<file path="config.mk">
export PLATFORM = sky130hd
export DESIGN_NAME = utf8_to_codepoint_decoder_core
export DESIGN_NICKNAME = d
export VERILOG_FILES = /design/src/hw/rtl/utd_pkg.sv /design/src/hw/rtl/utd_in_stage.sv /design/src/hw/rtl/utd_dec_unit.sv /design/src/hw/rtl/utd_out_stage.sv /design/src/hw/rtl/utf8_to_codepoint_decoder_core.sv
export SDC_FILE = /design/constraint.sdc
export NUM_CORES = 1
export LEC_CHECK = 0
export BUFFER_PORTS_ARGS = -buffer_cell sky130_fd_sc_hd__buf_2
export CAP_MARGIN = 20
export CORE_ASPECT_RATIO = 0.75
export CORE_MARGIN = 2
export CORE_UTILIZATION = 25
export CTS_BUF_LIST = sky130_fd_sc_hd__clkbuf_4 sky130_fd_sc_hd__clkbuf_8
export DETAILED_ROUTE_END_ITERATION = 6
export RECOVER_POWER = 50
export SLEW_MARGIN = 20
export SYNTH_ARGS = -nofsm -noshare
export SYNTH_HDL_FRONTEND = slang
export SYNTH_SLANG_ARGS = --single-unit
</file>
<file path="constraint.sdc">
create_clock -name clk -period 3 [get_ports clk]
set_input_delay 0.6 -clock clk [delete_from_list [all_inputs] [get_ports clk]]
set_output_delay 0.6 -clock clk [all_outputs]
set_load 0.05 [all_outputs]
</file>
<file path="src/hw/rtl/utd_pkg.sv">
// Shared types, constants and decode helpers for the UTF-8 to code point decoder.
// Depends on nothing; every other file of the block but the checker imports it.
package utd_pkg;

  localparam int BYTE_W = 8;
  localparam int CODE_W = 16;
  localparam int PEND_W = 3;

  localparam logic [CODE_W-1:0] REPLACEMENT_CHAR = 16'hFFFD;

  typedef struct packed {
    logic [BYTE_W-1:0] byte_in;
    logic              end_of_string;
  } in_item_t;

  typedef struct packed {
    logic [CODE_W-1:0] code_point;
    logic              has_code;
    logic              string_done;
  } res_item_t;

  typedef enum logic [1:0] {
    LEAD_ASCII,
    LEAD_TWO,
    LEAD_THREE,
    LEAD_INVALID
  } lead_class_t;

  function automatic lead_class_t classify_lead(input logic [BYTE_W-1:0] b);
    lead_class_t cls;
    priority if (b[7] == 1'b0) begin
      cls = LEAD_ASCII;
    end else if ((b & 8'hE0) == 8'hC0) begin
      cls = LEAD_TWO;
    end else if ((b & 8'hF0) == 8'hE0) begin
      cls = LEAD_THREE;
    end else begin
      cls = LEAD_INVALID;
    end
    return cls;
  endfunction

  // Number of bytes discarded after an invalid or unsupported lead byte.
  function automatic logic [PEND_W-1:0] skip_count(input logic [BYTE_W-1:0] b);
    logic [PEND_W-1:0] n;
    priority if ((b & 8'hF8) == 8'hF0) begin
      n = 3'd3;
    end else if ((b & 8'hFC) == 8'hF8) begin
      n = 3'd4;
    end else if ((b & 8'hFE) == 8'hFC) begin
      n = 3'd5;
    end else if (b == 8'hFE) begin
      n = 3'd6;
    end else if (b == 8'hFF) begin
      n = 3'd7;
    end else begin
      n = 3'd0;
    end
    return n;
  endfunction

endpackage

</file>
<file path="src/hw/rtl/utd_in_stage.sv">
// Input register of the UTF-8 decoder: captures one item per cycle while not stalled.
// Depends on utd_pkg for the item type.
module utd_in_stage (
  input  logic              clk,
  input  logic              rst_n,
  input  logic              in_valid,
  output logic              in_stall,
  input  utd_pkg::in_item_t in_item,
  input  logic              dn_ready,
  output logic              s1_valid,
  output utd_pkg::in_item_t s1_item
);
  import utd_pkg::*;

  logic     s1_valid_r, s1_valid_nxt;
  in_item_t s1_item_r;
  logic     load;

  assign in_stall = s1_valid_r && !dn_ready;
  assign load     = in_valid && !in_stall;

  always_comb begin
    if (load) begin
      s1_valid_nxt = 1'b1;
    end else if (dn_ready) begin
      s1_valid_nxt = 1'b0;
    end else begin
      s1_valid_nxt = s1_valid_r;
    end
  end

  always_ff @(posedge clk) begin
    if (!rst_n) begin
      s1_valid_r <= 1'b0;
    end else begin
      s1_valid_r <= s1_valid_nxt;
    end
  end

  always_ff @(posedge clk) begin
    if (load) begin
      s1_item_r <= in_item;
    end
  end

  assign s1_valid = s1_valid_r;
  assign s1_item  = s1_item_r;

endmodule

</file>
<file path="src/hw/rtl/utd_dec_unit.sv">
// Decode logic and sequence state of the UTF-8 decoder.
// Depends on utd_pkg for types, constants and the lead byte helpers.
module utd_dec_unit (
  input  logic               clk,
  input  logic               rst_n,
  input  logic               advance,
  input  utd_pkg::in_item_t  item,
  output utd_pkg::res_item_t res
);
  import utd_pkg::*;

  logic [PEND_W-1:0] pend_r, pend_nxt;
  logic              skip_r, skip_nxt;
  logic [CODE_W-1:0] part_r, part_nxt;

  logic [BYTE_W-1:0] b;
  logic              last;
  logic              emit;
  logic [CODE_W-1:0] code;
  logic [CODE_W-1:0] cont_hi;
  logic [CODE_W-1:0] cont_lo;
  logic [PEND_W-1:0] skip_n;

  assign b       = item.byte_in;
  assign last    = item.end_of_string;
  assign cont_hi = {4'd0, b[5:0], 6'd0};
  assign cont_lo = {10'd0, b[5:0]};
  assign skip_n  = skip_count(b);

  always_comb begin
    pend_nxt = pend_r;
    skip_nxt = skip_r;
    part_nxt = part_r;
    emit     = 1'b0;
    code     = '0;
    if (pend_r != '0) begin
      if (skip_r) begin
        pend_nxt = pend_r - 3'd1;
        if (pend_nxt == '0) begin
          skip_nxt = 1'b0;
        end
      end else if (pend_r >= 3'd2) begin
        part_nxt = part_r | cont_hi;
        pend_nxt = 3'd1;
        if (last) begin
          emit = 1'b1;
          code = part_nxt;
        end
      end else begin
        emit     = 1'b1;
        code     = part_r | cont_lo;
        pend_nxt = '0;
        part_nxt = '0;
      end
    end else begin
      unique case (classify_lead(b))
        LEAD_ASCII: begin
          emit = 1'b1;
          code = {8'd0, b};
        end
        LEAD_TWO: begin
          part_nxt = {5'd0, b[4:0], 6'd0};
          pend_nxt = 3'd1;
          if (last) begin
            emit = 1'b1;
            code = part_nxt;
          end
        end
        LEAD_THREE: begin
          part_nxt = {b[3:0], 12'd0};
          pend_nxt = 3'd2;
          if (last) begin
            emit = 1'b1;
            code = part_nxt;
          end
        end
        default: begin
          emit     = 1'b1;
          code     = REPLACEMENT_CHAR;
          pend_nxt = skip_n;
          skip_nxt = (skip_n != '0);
          part_nxt = '0;
        end
      endcase
    end
    // The end of a string always leaves a clean state for the next one.
    if (last) begin
      pend_nxt = '0;
      skip_nxt = 1'b0;
      part_nxt = '0;
    end
  end

  always_ff @(posedge clk) begin
    if (!rst_n) begin
      pend_r <= '0;
      skip_r <= 1'b0;
      part_r <= '0;
    end else if (advance) begin
      pend_r <= pend_nxt;
      skip_r <= skip_nxt;
      part_r <= part_nxt;
    end
  end

  assign res.code_point  = emit ? code : '0;
  assign res.has_code    = emit;
  assign res.string_done = last;

endmodule

</file>
<file path="src/hw/rtl/utd_out_stage.sv">
// Result register of the UTF-8 decoder: holds one result until it is taken.
// Depends on utd_pkg for the result type.
module utd_out_stage (
  input  logic               clk,
  input  logic               rst_n,
  input  logic               load,
  input  utd_pkg::res_item_t res,
  output logic               dn_ready,
  output logic               out_valid,
  input  logic               out_stall,
  output utd_pkg::res_item_t out_item
);
  import utd_pkg::*;

  logic      out_valid_r, out_valid_nxt;
  res_item_t out_item_r;

  assign dn_ready = !out_valid_r || !out_stall;

  always_comb begin
    if (load) begin
      out_valid_nxt = 1'b1;
    end else if (!out_stall) begin
      out_valid_nxt = 1'b0;
    end else begin
      out_valid_nxt = out_valid_r;
    end
  end

  always_ff @(posedge clk) begin
    if (!rst_n) begin
      out_valid_r <= 1'b0;
    end else begin
      out_valid_r <= out_valid_nxt;
    end
  end

  always_ff @(posedge clk) begin
    if (load) begin
      out_item_r <= res;
    end
  end

  assign out_valid = out_valid_r;
  assign out_item  = out_item_r;

endmodule

</file>
<file path="src/hw/rtl/utf8_to_codepoint_decoder_core.sv">
// UTF-8 to code point decoder, top level: one byte in, one result out per item.
// An item is captured in the input register, decoded as it moves on, and its result is
// registered in the output register, which drives the out_ ports.
// Throughput: one item per cycle while out_stall is low, set by the input register feeding the decode logic.
// Reset (rst_n low, synchronous) empties both registers and clears the sequence state.
// Depends on utd_pkg, utd_in_stage, utd_dec_unit and utd_out_stage.
module utf8_to_codepoint_decoder_core (
  input  logic        clk,
  input  logic        rst_n,
  input  logic        in_valid,
  output logic        in_stall,
  input  logic [7:0]  in_byte_in,
  input  logic        in_end_of_string,
  output logic        out_valid,
  input  logic        out_stall,
  output logic [15:0] out_code_point,
  output logic        out_has_code,
  output logic        out_string_done
);
  import utd_pkg::*;

  in_item_t  in_item;
  in_item_t  s1_item;
  logic      s1_valid;
  logic      dn_ready;
  logic      advance;
  res_item_t dec_res;
  res_item_t out_item;

  // Bundle the input fields into one item for the input register.
  assign in_item.byte_in       = in_byte_in;
  assign in_item.end_of_string = in_end_of_string;

  // The input register takes a new item whenever its current one moves on, so a
  // waiting result in the output register does not block the next byte unless
  // both registers are full.
  utd_in_stage u_in (
    .clk      (clk),
    .rst_n    (rst_n),
    .in_valid (in_valid),
    .in_stall (in_stall),
    .in_item  (in_item),
    .dn_ready (dn_ready),
    .s1_valid (s1_valid),
    .s1_item  (s1_item)
  );

  // An item is decoded, and the sequence state updated, in the cycle in which it
  // moves from the input register to the output register.
  assign advance = s1_valid && dn_ready;

  utd_dec_unit u_dec (
    .clk     (clk),
    .rst_n   (rst_n),
    .advance (advance),
    .item    (s1_item),
    .res     (dec_res)
  );

  // The output register holds the result stable for as long as it is stalled.
  utd_out_stage u_out (
    .clk       (clk),
    .rst_n     (rst_n),
    .load      (advance),
    .res       (dec_res),
    .dn_ready  (dn_ready),
    .out_valid (out_valid),
    .out_stall (out_stall),
    .out_item  (out_item)
  );

  assign out_code_point  = out_item.code_point;
  assign out_has_code    = out_item.has_code;
  assign out_string_done = out_item.string_done;

endmodule

</file>
==> qor.csv, run 1 <==
stage,metric,value,unit
floorplan,core outline area,7850,sq um
global_route,initial antenna violation count,0,
detailed_routing,via count,1487,
clocking,H-tree depth,2,
logic_synthesis,Synth Warn #,0,
final_layout,# diodes,0,
floorplan,Die Wd,108,um
power_and_ir_drop,Internal,966,uW
clocking,clock root buffer,clkbuf_8,
floorplan,die area,8790,sq um
worst_setup_path,Worst EP required,3.24,ns
worst_hold_path,hold depth,2,
worst_setup_path,Crit Reg-Reg Endpoint,u_dec.part_r[9]$_SDFFE_PN0P_,
detailed_routing,WL final,4500,um
worst_setup_path,"delay-heaviest family, CP",compound AO/OA/AOI/OAI gates,
global_route,GRT Util Overall,11.1,%
clocking,clk buf depth,2,
final_layout,final net count,221,
detailed_routing,via/cell ratio,4.80,
global_route,grt total ovfl,0,
power_and_ir_drop,clock network power share,33.4,%
floorplan,Die Ht,81.7,um
worst_setup_path,CP cell instances,clkbuf_1 > a21boi_0 > clkbuf_1 > o21a_1 > o2111a_2 > a32o_1,
clocking,cts hold-fix bufs,0,
placement,Routability Congestion,0.924,
worst_setup_path,Worst path most repeated cell,clkbuf_1,
timing,Fin. Hold Viols,0,
status,outcome,"complete, no violations",
worst_hold_path,Hold Path Class,flop to flop,
clocking,post-CTS sizing,0,
timing,# setup viols final,0,
power_and_ir_drop,Tot Pwr,1.33,mW
logic_synthesis,leading area contributor after synthesis,edfxtp_1,
timing,period utilization,83.5,%
logic_synthesis,#FFs+latches synth,43,
final_layout,"commonest non-fill, non-tap cells in the layout","edfxtp_1, clkbuf_1, dfxtp_1, nand2_1, buf_2",
power_and_ir_drop,P per Cell Area,567,nW/um^2
timing,Least-Margin Pin Slew,1.18,ns
detailed_routing,post-route ant nets,0,
logic_synthesis,post-synthesis cell type count,48,
timing,slew margin rel.,21.4,%
placement,DPL Wire Length,3310,um
worst_setup_path,Worst setup SP type,primary input,
placement,pre-CTS setup slack,0.697,ns
floorplan,FP Rows,28,
worst_setup_path,path type of the worst setup path,primary input to flop,
logic_synthesis,Synth top area share,40.3,%
final_layout,share of layout cells above drive strength 1,14.6,%
clocking,worst-skew pair later-pin latency,0.30,ns
power_and_ir_drop,Logic pwr share,14.6,%
global_route,vias in the first global route,1404,
logic_synthesis,Post-Synthesis Net Count,188,
clocking,cts bufs inserted,5,
power_and_ir_drop,NetSw,361,uW
worst_setup_path,maximum fanout along the worst path,22,
logic_synthesis,"Seq/Total Area, Yosys",56.2,%
worst_setup_path,CP max stage delay,0.91,ns
worst_setup_path,Crit Reg-Reg Startpoint,u_in.s1_valid$_SDFFE_PN0P_,
timing,Max Slew Vio Count,0,
flow_run,max-cap violations,0,
power_and_ir_drop,Lkg Pwr,0.842,nW
detailed_routing,number of iterations in the first detailed-routing pass,4,
clocking,CTS tree,done,
power_and_ir_drop,sw frac,27.2,%
global_route,largest net degree at the start of global routing,23,
clocking,clk sinks,43,
logic_synthesis,ys flop type,edfxtp_1,
global_route,global-route wire length before repair,7330,um
detailed_routing,DRC errors left,0,
final_layout,Syn-to-layout area delta,16.2,%
clocking,clock slew at reported path FFs,0.08,ns
placement,Port-buffer cells,32,
clocking,setup bufs post-CTS,0,
logic_synthesis,number of enable flip-flop cells after synthesis,27,
final_layout,"commonest non-fill, non-tap cell in the layout",edfxtp_1,
worst_setup_path,"Slowest-stage cell, CP",clkbuf_1,
worst_hold_path,min-delay src,u_dec.part_r[12]$_SDFFE_PN0P_,
final_layout,post-layout util,29.8,%
power_and_ir_drop,sequential share of power,52.0,%
floorplan,I/O pin total,33,
worst_setup_path,CP Data Arrival Time,2.75,ns
floorplan,initial core utilization,25.6,%
worst_hold_path,Hold EP,u_dec.part_r[12]$_SDFFE_PN0P_,
logic_synthesis,asr flop ratio synth,0,%
detailed_routing,Wirelength per Cell,14.5,um
timing,Fin Setup TNS,0,ns
detailed_routing,Iteration-0 DRC Markers,127,
timing,Tmin final,2.51,ns
timing,final worst setup slack,0.495,ns
timing,f_max,399,MHz
worst_setup_path,reg-to-reg setup timing slack,0.54,ns
logic_synthesis,largest cells by area after synthesis,"edfxtp_1, dfxtp_1, a221o_1",
logic_synthesis,"Cell Area, Synth",2010,sq um
timing,RSZ-0062 raised after global routing,no,
worst_setup_path,critical path buffer and inverter count,2,
worst_setup_path,Worst Reg2Reg Path Length in Cells,5,
timing,Worst Skew,0.00714,ns
logic_synthesis,Post-Synthesis Cells,171,
worst_setup_path,Setup crit end kind,flop,
power_and_ir_drop,peak supply drop,0.194,mV
logic_synthesis,synthesized area per cell,11.8,sq um
==> worst max path at each step <==
stage,start,end,depth (start not counted)
after floorplan,out_stall,u_dec.part_r[6]$_SDFFE_PN0P_,5
after global placement,u_dec.pend_r[1]$_SDFFE_PN0P_,u_dec.part_r[8]$_SDFFE_PN0P_,6
after detailed placement,u_dec.pend_r[1]$_SDFFE_PN0P_,u_dec.part_r[9]$_SDFFE_PN0P_,6
after CTS,u_dec.pend_r[1]$_SDFFE_PN0P_,u_dec.part_r[9]$_SDFFE_PN0P_,6
after global routing,out_stall,u_dec.part_r[9]$_SDFFE_PN0P_,6
final,out_stall,u_dec.part_r[9]$_SDFFE_PN0P_,6
==> flip-flops by register name, summed over array words and instances, names as in the netlist <==
signal	flops
u_in.s1_item	9
u_in.s1_valid	1
u_dec.part_r	10
u_dec.skip_r	1
u_out.out_item	18
u_out.out_valid	1
u_dec.pend_r	3
==> worst reg2reg max path: stages, from the launching register on <==
cell      delay, ns
dfxtp_1        0.34
a21boi_0       0.36
clkbuf_1       0.91
o21a_1         0.36
o2111a_2       0.30
a32o_1         0.14
==> stage by stage <==
step / hold WS [ns] / std cells / instance area (sq um)
after floorplan: 0.438 / 171 / 2010
after global placement: 0.446 / 302 / 2270
after detailed placement: 0.455 / 302 / 2270
after CTS: 0.464 / 310 / 2370
after global routing: 0.462 / 310 / 2340
final: 0.463 / 310 / 2340
==> metal layers <==
layer,part of all wire (%),up-vias,GRT usage (%)
met1,51,699,16.8
met5,0,-,0
li1,-,723,-
met2,40,58,15.0
met4,1.6,0,4.23
met3,7.2,7,2.54
==> cells by family after synthesis <==
kind of cell,share of synthesized area [%]
AO/OA/AOI/OAI,21.0
adder cells (fa/ha/maj),2.49
buffers and inverters,4.04
flip-flops,56.2
multiplexers,1.99
AND/OR/NAND/NOR,14.3
==> power by group through the flow <==
| stage | clock network (mW) | logic [mW] | registers, mW |
|---|---|---|---|
| 3_3_place_gp | 0 | 0.197 | 0.703 |
| 6_report | 0.443 | 0.194 | 0.690 |
| 5_1_grt | 0.484 | 0.210 | 0.694 |
| 2_1_floorplan | 0 | 0.104 | 0.743 |
| 4_1_cts | 0.459 | 0.199 | 0.690 |
| 3_5_place_dp | 0 | 0.198 | 0.703 |
==> layout make-up <==
| type | count | area [sq um] |
|---|---|---|
| clock buffer | 5 | 68.8 |
| clock inverter | 3 | 38.8 |
| fill | 864 | 5510 |
| inverter | 6 | 22.5 |
| multi-input combinational | 113 | 788 |
| sequential | 43 | 1130 |
| tap | 105 | 131 |
| timing repair buffer | 35 | 158 |
==> synthesized netlist by cell type (2+ instances only) <==
cell type / instances
edfxtp_1: 27
dfxtp_1: 16
nand2_1: 15
nor2_1: 10
a221o_1: 9
a21oi_1: 8
a32o_1: 6
inv_1: 6
o21a_1: 6
clkbuf_1: 4
ha_1: 4
mux2i_1: 4
nand2b_1: 4
nor2b_1: 4
nor3_1: 4
buf_6: 3
nand3_1: 3
a21o_1: 2
a31oi_1: 2
buf_2: 2
o21ai_0: 2
o31ai_1: 2
o32ai_1: 2
or3_1: 2
Note: power is estimated with default switching activity, not from simulation.
==> run 2, diff against run 1 <==
ABC_AREA = 1   (was default)
clock period = 2.2 ns   (was 3 ns; I/O delays follow)
==> qor.csv, run 2 <==
stage,metric,value,unit,change
status,outcome,"complete, no violations",,
worst_setup_path,crit path from,u_dec.pend_r[0]$_SDFFE_PN0P_,,
worst_setup_path,critical path buffer and inverter count,2,,unchanged
logic_synthesis,"Seq/Total Area, Yosys",52.9,%,-3.4 points
worst_setup_path,path type of the worst setup path,flop to flop,,
detailed_routing,number of iterations in the first detailed-routing pass,5,,+1
logic_synthesis,number of enable flip-flop cells after synthesis,27,,unchanged
final_layout,"commonest non-fill, non-tap cells in the layout","nand2_1, nor2_1, nand3_1, edfxtp_1, buf_2",,
logic_synthesis,synthesized area per cell,8.84,sq um,-25%
detailed_routing,via/cell ratio,4.67,,-2.7%
timing,final worst setup slack,0.292,ns,-0.203 ns
clocking,setup bufs post-CTS,0,,unchanged
final_layout,# diodes,0,,unchanged
timing,slew margin rel.,38.8,%,+17 points
global_route,vias in the first global route,1754,,+25%
final_layout,register area,1130,sq um,unchanged
final_layout,fillers,876,,+1.4%
timing,f_max,524,MHz,
timing,Worst Skew,0.00486,ns,-0.00228 ns
logic_synthesis,post-synthesis cell type count,31,,-35%
floorplan,Die Wd,111,um,+3.0%
logic_synthesis,leading area contributor after synthesis,edfxtp_1,,
detailed_routing,DRC errors left,0,,unchanged
logic_synthesis,Post-Synthesis Cells,242,,+42%
global_route,initial antenna violation count,0,,unchanged
logic_synthesis,top-count cell post-synth,nand2_1,,
worst_setup_path,CP Data Arrival Time,1.96,ns,-0.79 ns
floorplan,initial core utilization,25.5,%,-0.11 points
clocking,H-tree depth,2,,unchanged
clocking,CTS tree,done,,
final_layout,Syn-to-layout area delta,18.5,%,
timing,Fin Setup TNS,0,ns,unchanged
power_and_ir_drop,P per Cell Area,727,nW/um^2,+28%
floorplan,core outline area,8380,sq um,+6.8%
clocking,clk sinks,43,,unchanged
timing,period utilization,86.7,%,
global_route,largest net degree at the start of global routing,19,,-17%
placement,DPL Wire Length,3920,um,+18%
worst_setup_path,Crit Reg-Reg Endpoint,u_out.out_item[12]$_SDFFCE_PN0P_,,
worst_setup_path,Crit Reg-Reg Startpoint,u_dec.pend_r[0]$_SDFFE_PN0P_,,
timing,Tmin final,1.91,ns,
worst_setup_path,Worst Reg2Reg Path Length in Cells,9,,+4
clocking,cts hold-fix bufs,0,,unchanged
floorplan,die area,9320,sq um,+6.1%
worst_setup_path,"Slowest-stage cell, CP",dfxtp_1,,
global_route,GRT Util Overall,11.4,%,+0.35 points
worst_setup_path,CP cell instances,inv_1 > ha_1 > nor2_1 > nand2_2 > inv_1 > o21ai_2 > nor2_1 > a22oi_1 > nand2_1,,
logic_synthesis,largest cells by area after synthesis,"edfxtp_1, dfxtp_1, nand3_1",,
clocking,clock root buffer,clkbuf_8,,
logic_synthesis,ys flop type,edfxtp_1,,
worst_setup_path,maximum fanout along the worst path,10,,-55%
detailed_routing,via count,1825,,+23%
timing,Max Slew Vio Count,0,,unchanged
final_layout,Multi-input gate area,896,sq um,+14%
detailed_routing,WL final,5110,um,+14%
placement,Port-buffer cells,32,,unchanged
worst_setup_path,CP max stage delay,0.33,ns,-0.58 ns
worst_hold_path,Hold Path Class,primary input to flop,,
timing,Fin. Hold Viols,0,,unchanged
detailed_routing,Iteration-0 DRC Markers,94,,-26%
logic_synthesis,Post-Synthesis Net Count,259,,+38%
floorplan,Die Ht,84.1,um,+3.0%
worst_hold_path,min-delay src,in_byte_in[7],,
final_layout,share of layout cells above drive strength 1,18.0,%,+3.4 points
flow_run,max-cap violations,0,,unchanged
clocking,cts bufs inserted,5,,unchanged
logic_synthesis,"Cell Area, Synth",2140,sq um,+6.3%
logic_synthesis,most common library cells after synthesis,"nand2_1, nor2_1, nand3_1, edfxtp_1, inv_1",,
logic_synthesis,#FFs+latches synth,43,,unchanged
timing,Least-Margin Pin Slew,0.918,ns,-0.260 ns
floorplan,I/O pin total,33,,unchanged
timing,# setup viols final,0,,unchanged
clocking,clk buf depth,2,,unchanged
final_layout,max FFs per register,18,,unchanged
placement,Routability Congestion,0.941,,+1.9%
logic_synthesis,asr flop ratio synth,0,%,unchanged
detailed_routing,post-route ant nets,0,,unchanged
floorplan,FP Rows,29,,+3.6%
worst_setup_path,"delay-heaviest family, CP",compound AO/OA/AOI/OAI gates,,
global_route,grt total ovfl,0,,unchanged
logic_synthesis,Synth Warn #,0,,unchanged
power_and_ir_drop,Lkg Pwr,0.987,nW,+17%
worst_setup_path,Worst EP required,2.25,ns,-0.99 ns
worst_hold_path,Hold EP,u_in.s1_item[8]$_DFFE_PP_,,
clocking,post-CTS sizing,0,,unchanged
clocking,clock slew at reported path FFs,0.09,ns,about the same
worst_setup_path,reg-to-reg setup timing slack,0.29,ns,-0.25 ns
power_and_ir_drop,Tot Pwr,1.84,mW,+39%
global_route,global-route wire length before repair,8570,um,+17%
final_layout,"commonest non-fill, non-tap cell in the layout",nand2_1,,
clocking,worst-skew pair later-pin latency,0.29,ns,about the same
worst_setup_path,Setup crit end kind,flop,,
placement,pre-CTS setup slack,0.339,ns,-0.358 ns
logic_synthesis,Synth top area share,37.9,%,-2.4 points
detailed_routing,Wirelength per Cell,13.1,um,-10%
timing,RSZ-0062 raised after global routing,no,,
worst_setup_path,Worst setup SP type,flop,,
worst_hold_path,hold depth,1,,-1
power_and_ir_drop,peak supply drop,0.273,mV,+40%
final_layout,final net count,299,,+35%
run 2: layout make-up:
| class | instances | area share, % |
|---|---|---|
| Clock inverter | 3 | 0.888 |
| Inverter | 26 | 3.85 |
| Tap cell | 108 | 5.33 |
| Multi-Input combinational cell | 169 | 35.3 |
| Timing Repair Buffer | 37 | 7.30 |
| Clock buffer | 5 | 2.71 |
| Sequential cell | 43 | 44.6 |
run 2: kinds of logic (layout without fill, tap and decap cells):
logic type / count (synthesis) / after routing / share of synthesized area [%]
AOI/OAI and AO/OA: 52 / 52 / 14.2
xor gates and xnor gates: 1 / 1 / 0.409
DFF: 43 / 43 / 52.9
buffers and inverters: 30 / 71 / 5.26
adders and majority gates: 4 / 4 / 2.34
and+or+nand+nor: 112 / 112 / 24.9
run 2: metal layers:
metal / routed length [um] / GRT usage, %
met1: 2560 / 16.6
met3: 438 / 3.41
met4: 42 / 3.07
met2: 2070 / 16.4
met5: 0 / 0
run 2: worst reg2reg max path: stages, from the launching register on:
cell     delay, ns
dfxtp_1       0.33
inv_1         0.12
ha_1          0.18
nor2_1        0.05
nand2_2       0.15
inv_1         0.14
o21ai_2       0.26
nor2_1        0.16
a22oi_1       0.20
nand2_1       0.07
run 2: worst max-delay path by stage:
| stage | endpoint | cells after the start |
|---|---|---|
| after floorplan | u_in.s1_item[0]$_DFFE_PP_ | 5 |
| after global placement | u_out.out_item[6]$_SDFFCE_PN0P_ | 10 |
| after detailed placement | u_out.out_item[12]$_SDFFCE_PN0P_ | 9 |
| after CTS | u_out.out_item[12]$_SDFFCE_PN0P_ | 9 |
| after global routing | u_out.out_item[17]$_SDFFCE_PN0P_ | 9 |
| final | u_out.out_item[12]$_SDFFCE_PN0P_ | 9 |
run 2: metrics by stage:
| stage | util [%] | hold slack [ns] | std cells | instance area [sq um] |
|---|---|---|---|---|
| CTS | 30.4 | 0.312 | 391 | 2550 |
| finish | 30.3 | 0.315 | 391 | 2540 |
| floorplan | - | 0.441 | 242 | 2140 |
| detailed placement | 29.3 | 0.471 | 383 | 2460 |
| global route | 30.3 | 0.301 | 391 | 2540 |
| global placement | 29.3 | 0.466 | 383 | 2460 |
run 2: where the power goes:
| part | switching, mW | internal [mW] |
|---|---|---|
| sequential | 0.0363 | 0.917 |
| clock | 0.290 | 0.228 |
| combinational | 0.272 | 0.0999 |
==> run 3, diff against run 2 <==
BUFFER_PORTS_ARGS = -buffer_cell sky130_fd_sc_hd__buf_4   (was -buffer_cell sky130_fd_sc_hd__buf_2)
CORE_UTILIZATION = 53   (was 25)
GPL_ROUTABILITY_DRIVEN = 0   (was default)
PLACE_DENSITY = 0.78   (was default)
==> qor.csv, run 3 (synthesis gave the netlist of run 2 again) <==
stage,metric,value,unit,change
floorplan,Die Ht,59.0,um,-30%
floorplan,die area,4570,sq um,-51%
placement,placed insts,325,,-15%
detailed_routing,DRC errors left,0,,unchanged
timing,Worst Skew,0.00457,ns,-0.000297 ns
worst_setup_path,Worst setup SP type,flop,,
clocking,clk buf depth,2,,unchanged
final_layout,post-layout util,66.9,%,+37 points
worst_setup_path,Worst EP required,2.24,ns,about the same
floorplan,initial core utilization,57.0,%,+31 points
detailed_routing,via count,1792,,-1.8%
worst_hold_path,Hold Path Class,primary input to flop,,
clocking,clk sinks,43,,unchanged
timing,Tmin final,1.94,ns,+0.0282 ns
floorplan,I/O pin total,33,,unchanged
clocking,cts hold-fix bufs,0,,unchanged
detailed_routing,Iteration-0 DRC Markers,174,,+85%
timing,Fin. Hold Viols,0,,unchanged
timing,RSZ-0062 raised after global routing,no,,
clocking,worst-skew pair later-pin latency,0.29,ns,about the same
final_layout,final instance area,2510,sq um,-0.89%
power_and_ir_drop,Lkg Pwr,0.999,nW,+1.3%
timing,f_max,516,MHz,-1.5%
floorplan,core outline area,3760,sq um,-55%
final_layout,share of layout cells above drive strength 1,17.4,%,-0.58 points
power_and_ir_drop,peak supply drop,0.447,mV,+64%
worst_setup_path,maximum fanout along the worst path,7,,-3
detailed_routing,WL final,4420,um,-14%
detailed_routing,Wirelength per Cell,13.3,um,+1.5%
global_route,global-route wire length before repair,7200,um,-16%
global_route,vias in the first global route,1582,,-9.8%
timing,# setup viols final,0,,unchanged
placement,Port-buffer cells,32,,unchanged
clocking,post-CTS sizing,0,,unchanged
timing,Least-Margin Pin Slew,0.869,ns,-0.0489 ns
flow_run,max-cap violations,0,,unchanged
placement,DPL Wire Length,3310,um,-15%
power_and_ir_drop,P per Cell Area,727,nW/um^2,about the same
final_layout,Syn-to-layout area delta,17.5,%,
status,outcome,"complete, no violations",,
clocking,CTS tree,done,,
final_layout,Post-Layout Cell Count,333,,-15%
worst_setup_path,Setup crit end kind,flop,,
timing,slew margin rel.,42.1,%,+3.3 points
floorplan,Die Wd,77.4,um,-30%
clocking,clock root buffer,clkbuf_8,,
final_layout,"commonest non-fill, non-tap cell in the layout",nand2_1,,
detailed_routing,post-route ant nets,0,,unchanged
global_route,largest net degree at the start of global routing,19,,unchanged
worst_setup_path,CP Data Arrival Time,1.98,ns,+0.02 ns
final_layout,max FFs per register,18,,unchanged
clocking,clock slew at reported path FFs,0.07,ns,-0.02 ns
clocking,H-tree depth,2,,unchanged
worst_setup_path,path type of the worst setup path,flop to flop,,
placement,dpl cell area,2450,sq um,-0.20%
clocking,setup bufs post-CTS,0,,unchanged
final_layout,"commonest non-fill, non-tap cells in the layout","nand2_1, nor2_1, nand3_1, edfxtp_1, inv_1",,
timing,Fin Setup TNS,0,ns,unchanged
detailed_routing,number of iterations in the first detailed-routing pass,5,,unchanged
global_route,GRT Util Overall,20.5,%,+9.1 points
final_layout,final net count,297,,-0.67%
detailed_routing,via/cell ratio,5.38,,+15%
final_layout,# diodes,0,,unchanged
timing,Max Slew Vio Count,0,,unchanged
global_route,initial antenna violation count,0,,unchanged
global_route,grt total ovfl,0,,unchanged
floorplan,FP Rows,19,,-34%
timing,period utilization,88.0,%,+1.3 points
clocking,cts bufs inserted,5,,unchanged
==> run 3: metrics by stage <==
step	setup WS, ns	hold WS [ns]	power [mW]
2_1_floorplan	0.0937	0.441	1.24
3_3_place_gp	0.368	0.460	1.35
3_5_place_dp	0.270	0.467	1.35
4_1_cts	0.272	0.321	1.84
5_1_grt	0.0820	0.341	1.91
6_report	0.263	0.347	1.83
==> run 3: routing by layer <==
layer  vias to the layer above  global-route usage (%)  part of all wire, %
li1                        908                       -                    -
met5                         -                       0                    0
met4                         0                    6.12                 0.86
met3                         5                    4.27                  9.6
met1                       793                    29.1                   47
met2                        86                    32.4                   43
==> run 3: worst paths after layout <==
| check | startpoint | end | slack [ns] | depth (start not counted) |
|---|---|---|---|---|
| setup / recovery | u_dec.pend_r[0]$_SDFFE_PN0P_ | u_out.out_item[4]$_SDFFCE_PN0P_ | 0.26 | 10 |
| hold / removal | in_byte_in[6] | u_in.s1_item[7]$_DFFE_PP_ | 0.35 | 1 |
| setup reg to reg | u_dec.pend_r[0]$_SDFFE_PN0P_ | u_out.out_item[4]$_SDFFCE_PN0P_ | 0.26 | 10 |
| hold reg to reg | u_dec.part_r[10]$_SDFFE_PN0P_ | u_dec.part_r[10]$_SDFFE_PN0P_ | 0.48 | 2 |
==> run 3: report_power, final <==
| group | switching (mW) | total [mW] | leakage, nW | internal [mW] |
|---|---|---|---|---|
| Combinational | 0.266 | 0.376 | 0.562 | 0.109 |
| Clock | 0.236 | 0.498 | 0.0498 | 0.262 |
| Sequential | 0.0345 | 0.952 | 0.388 | 0.918 |
| Total | 0.537 | 1.83 | 0.999 | 1.29 |
==> run 3: worst max-delay path, stage by stage, from the launching register on <==
cell      delay, ns
dfxtp_1        0.32
inv_1          0.12
ha_1           0.29
inv_1          0.09
nor2_2         0.21
nand2_1        0.13
or2_1          0.22
nand2_1        0.10
inv_2          0.05
o211ai_2       0.08
nor2_1         0.07
==> run 3: area by class of cell <==
type	instances	area [sq um]
clock buffers	8	91.3
fillers	310	1240
inverters	26	97.6
multi-input cells	169	896
flip-flops and latches	43	1130
well taps	52	65.1
repair buffers	35	233
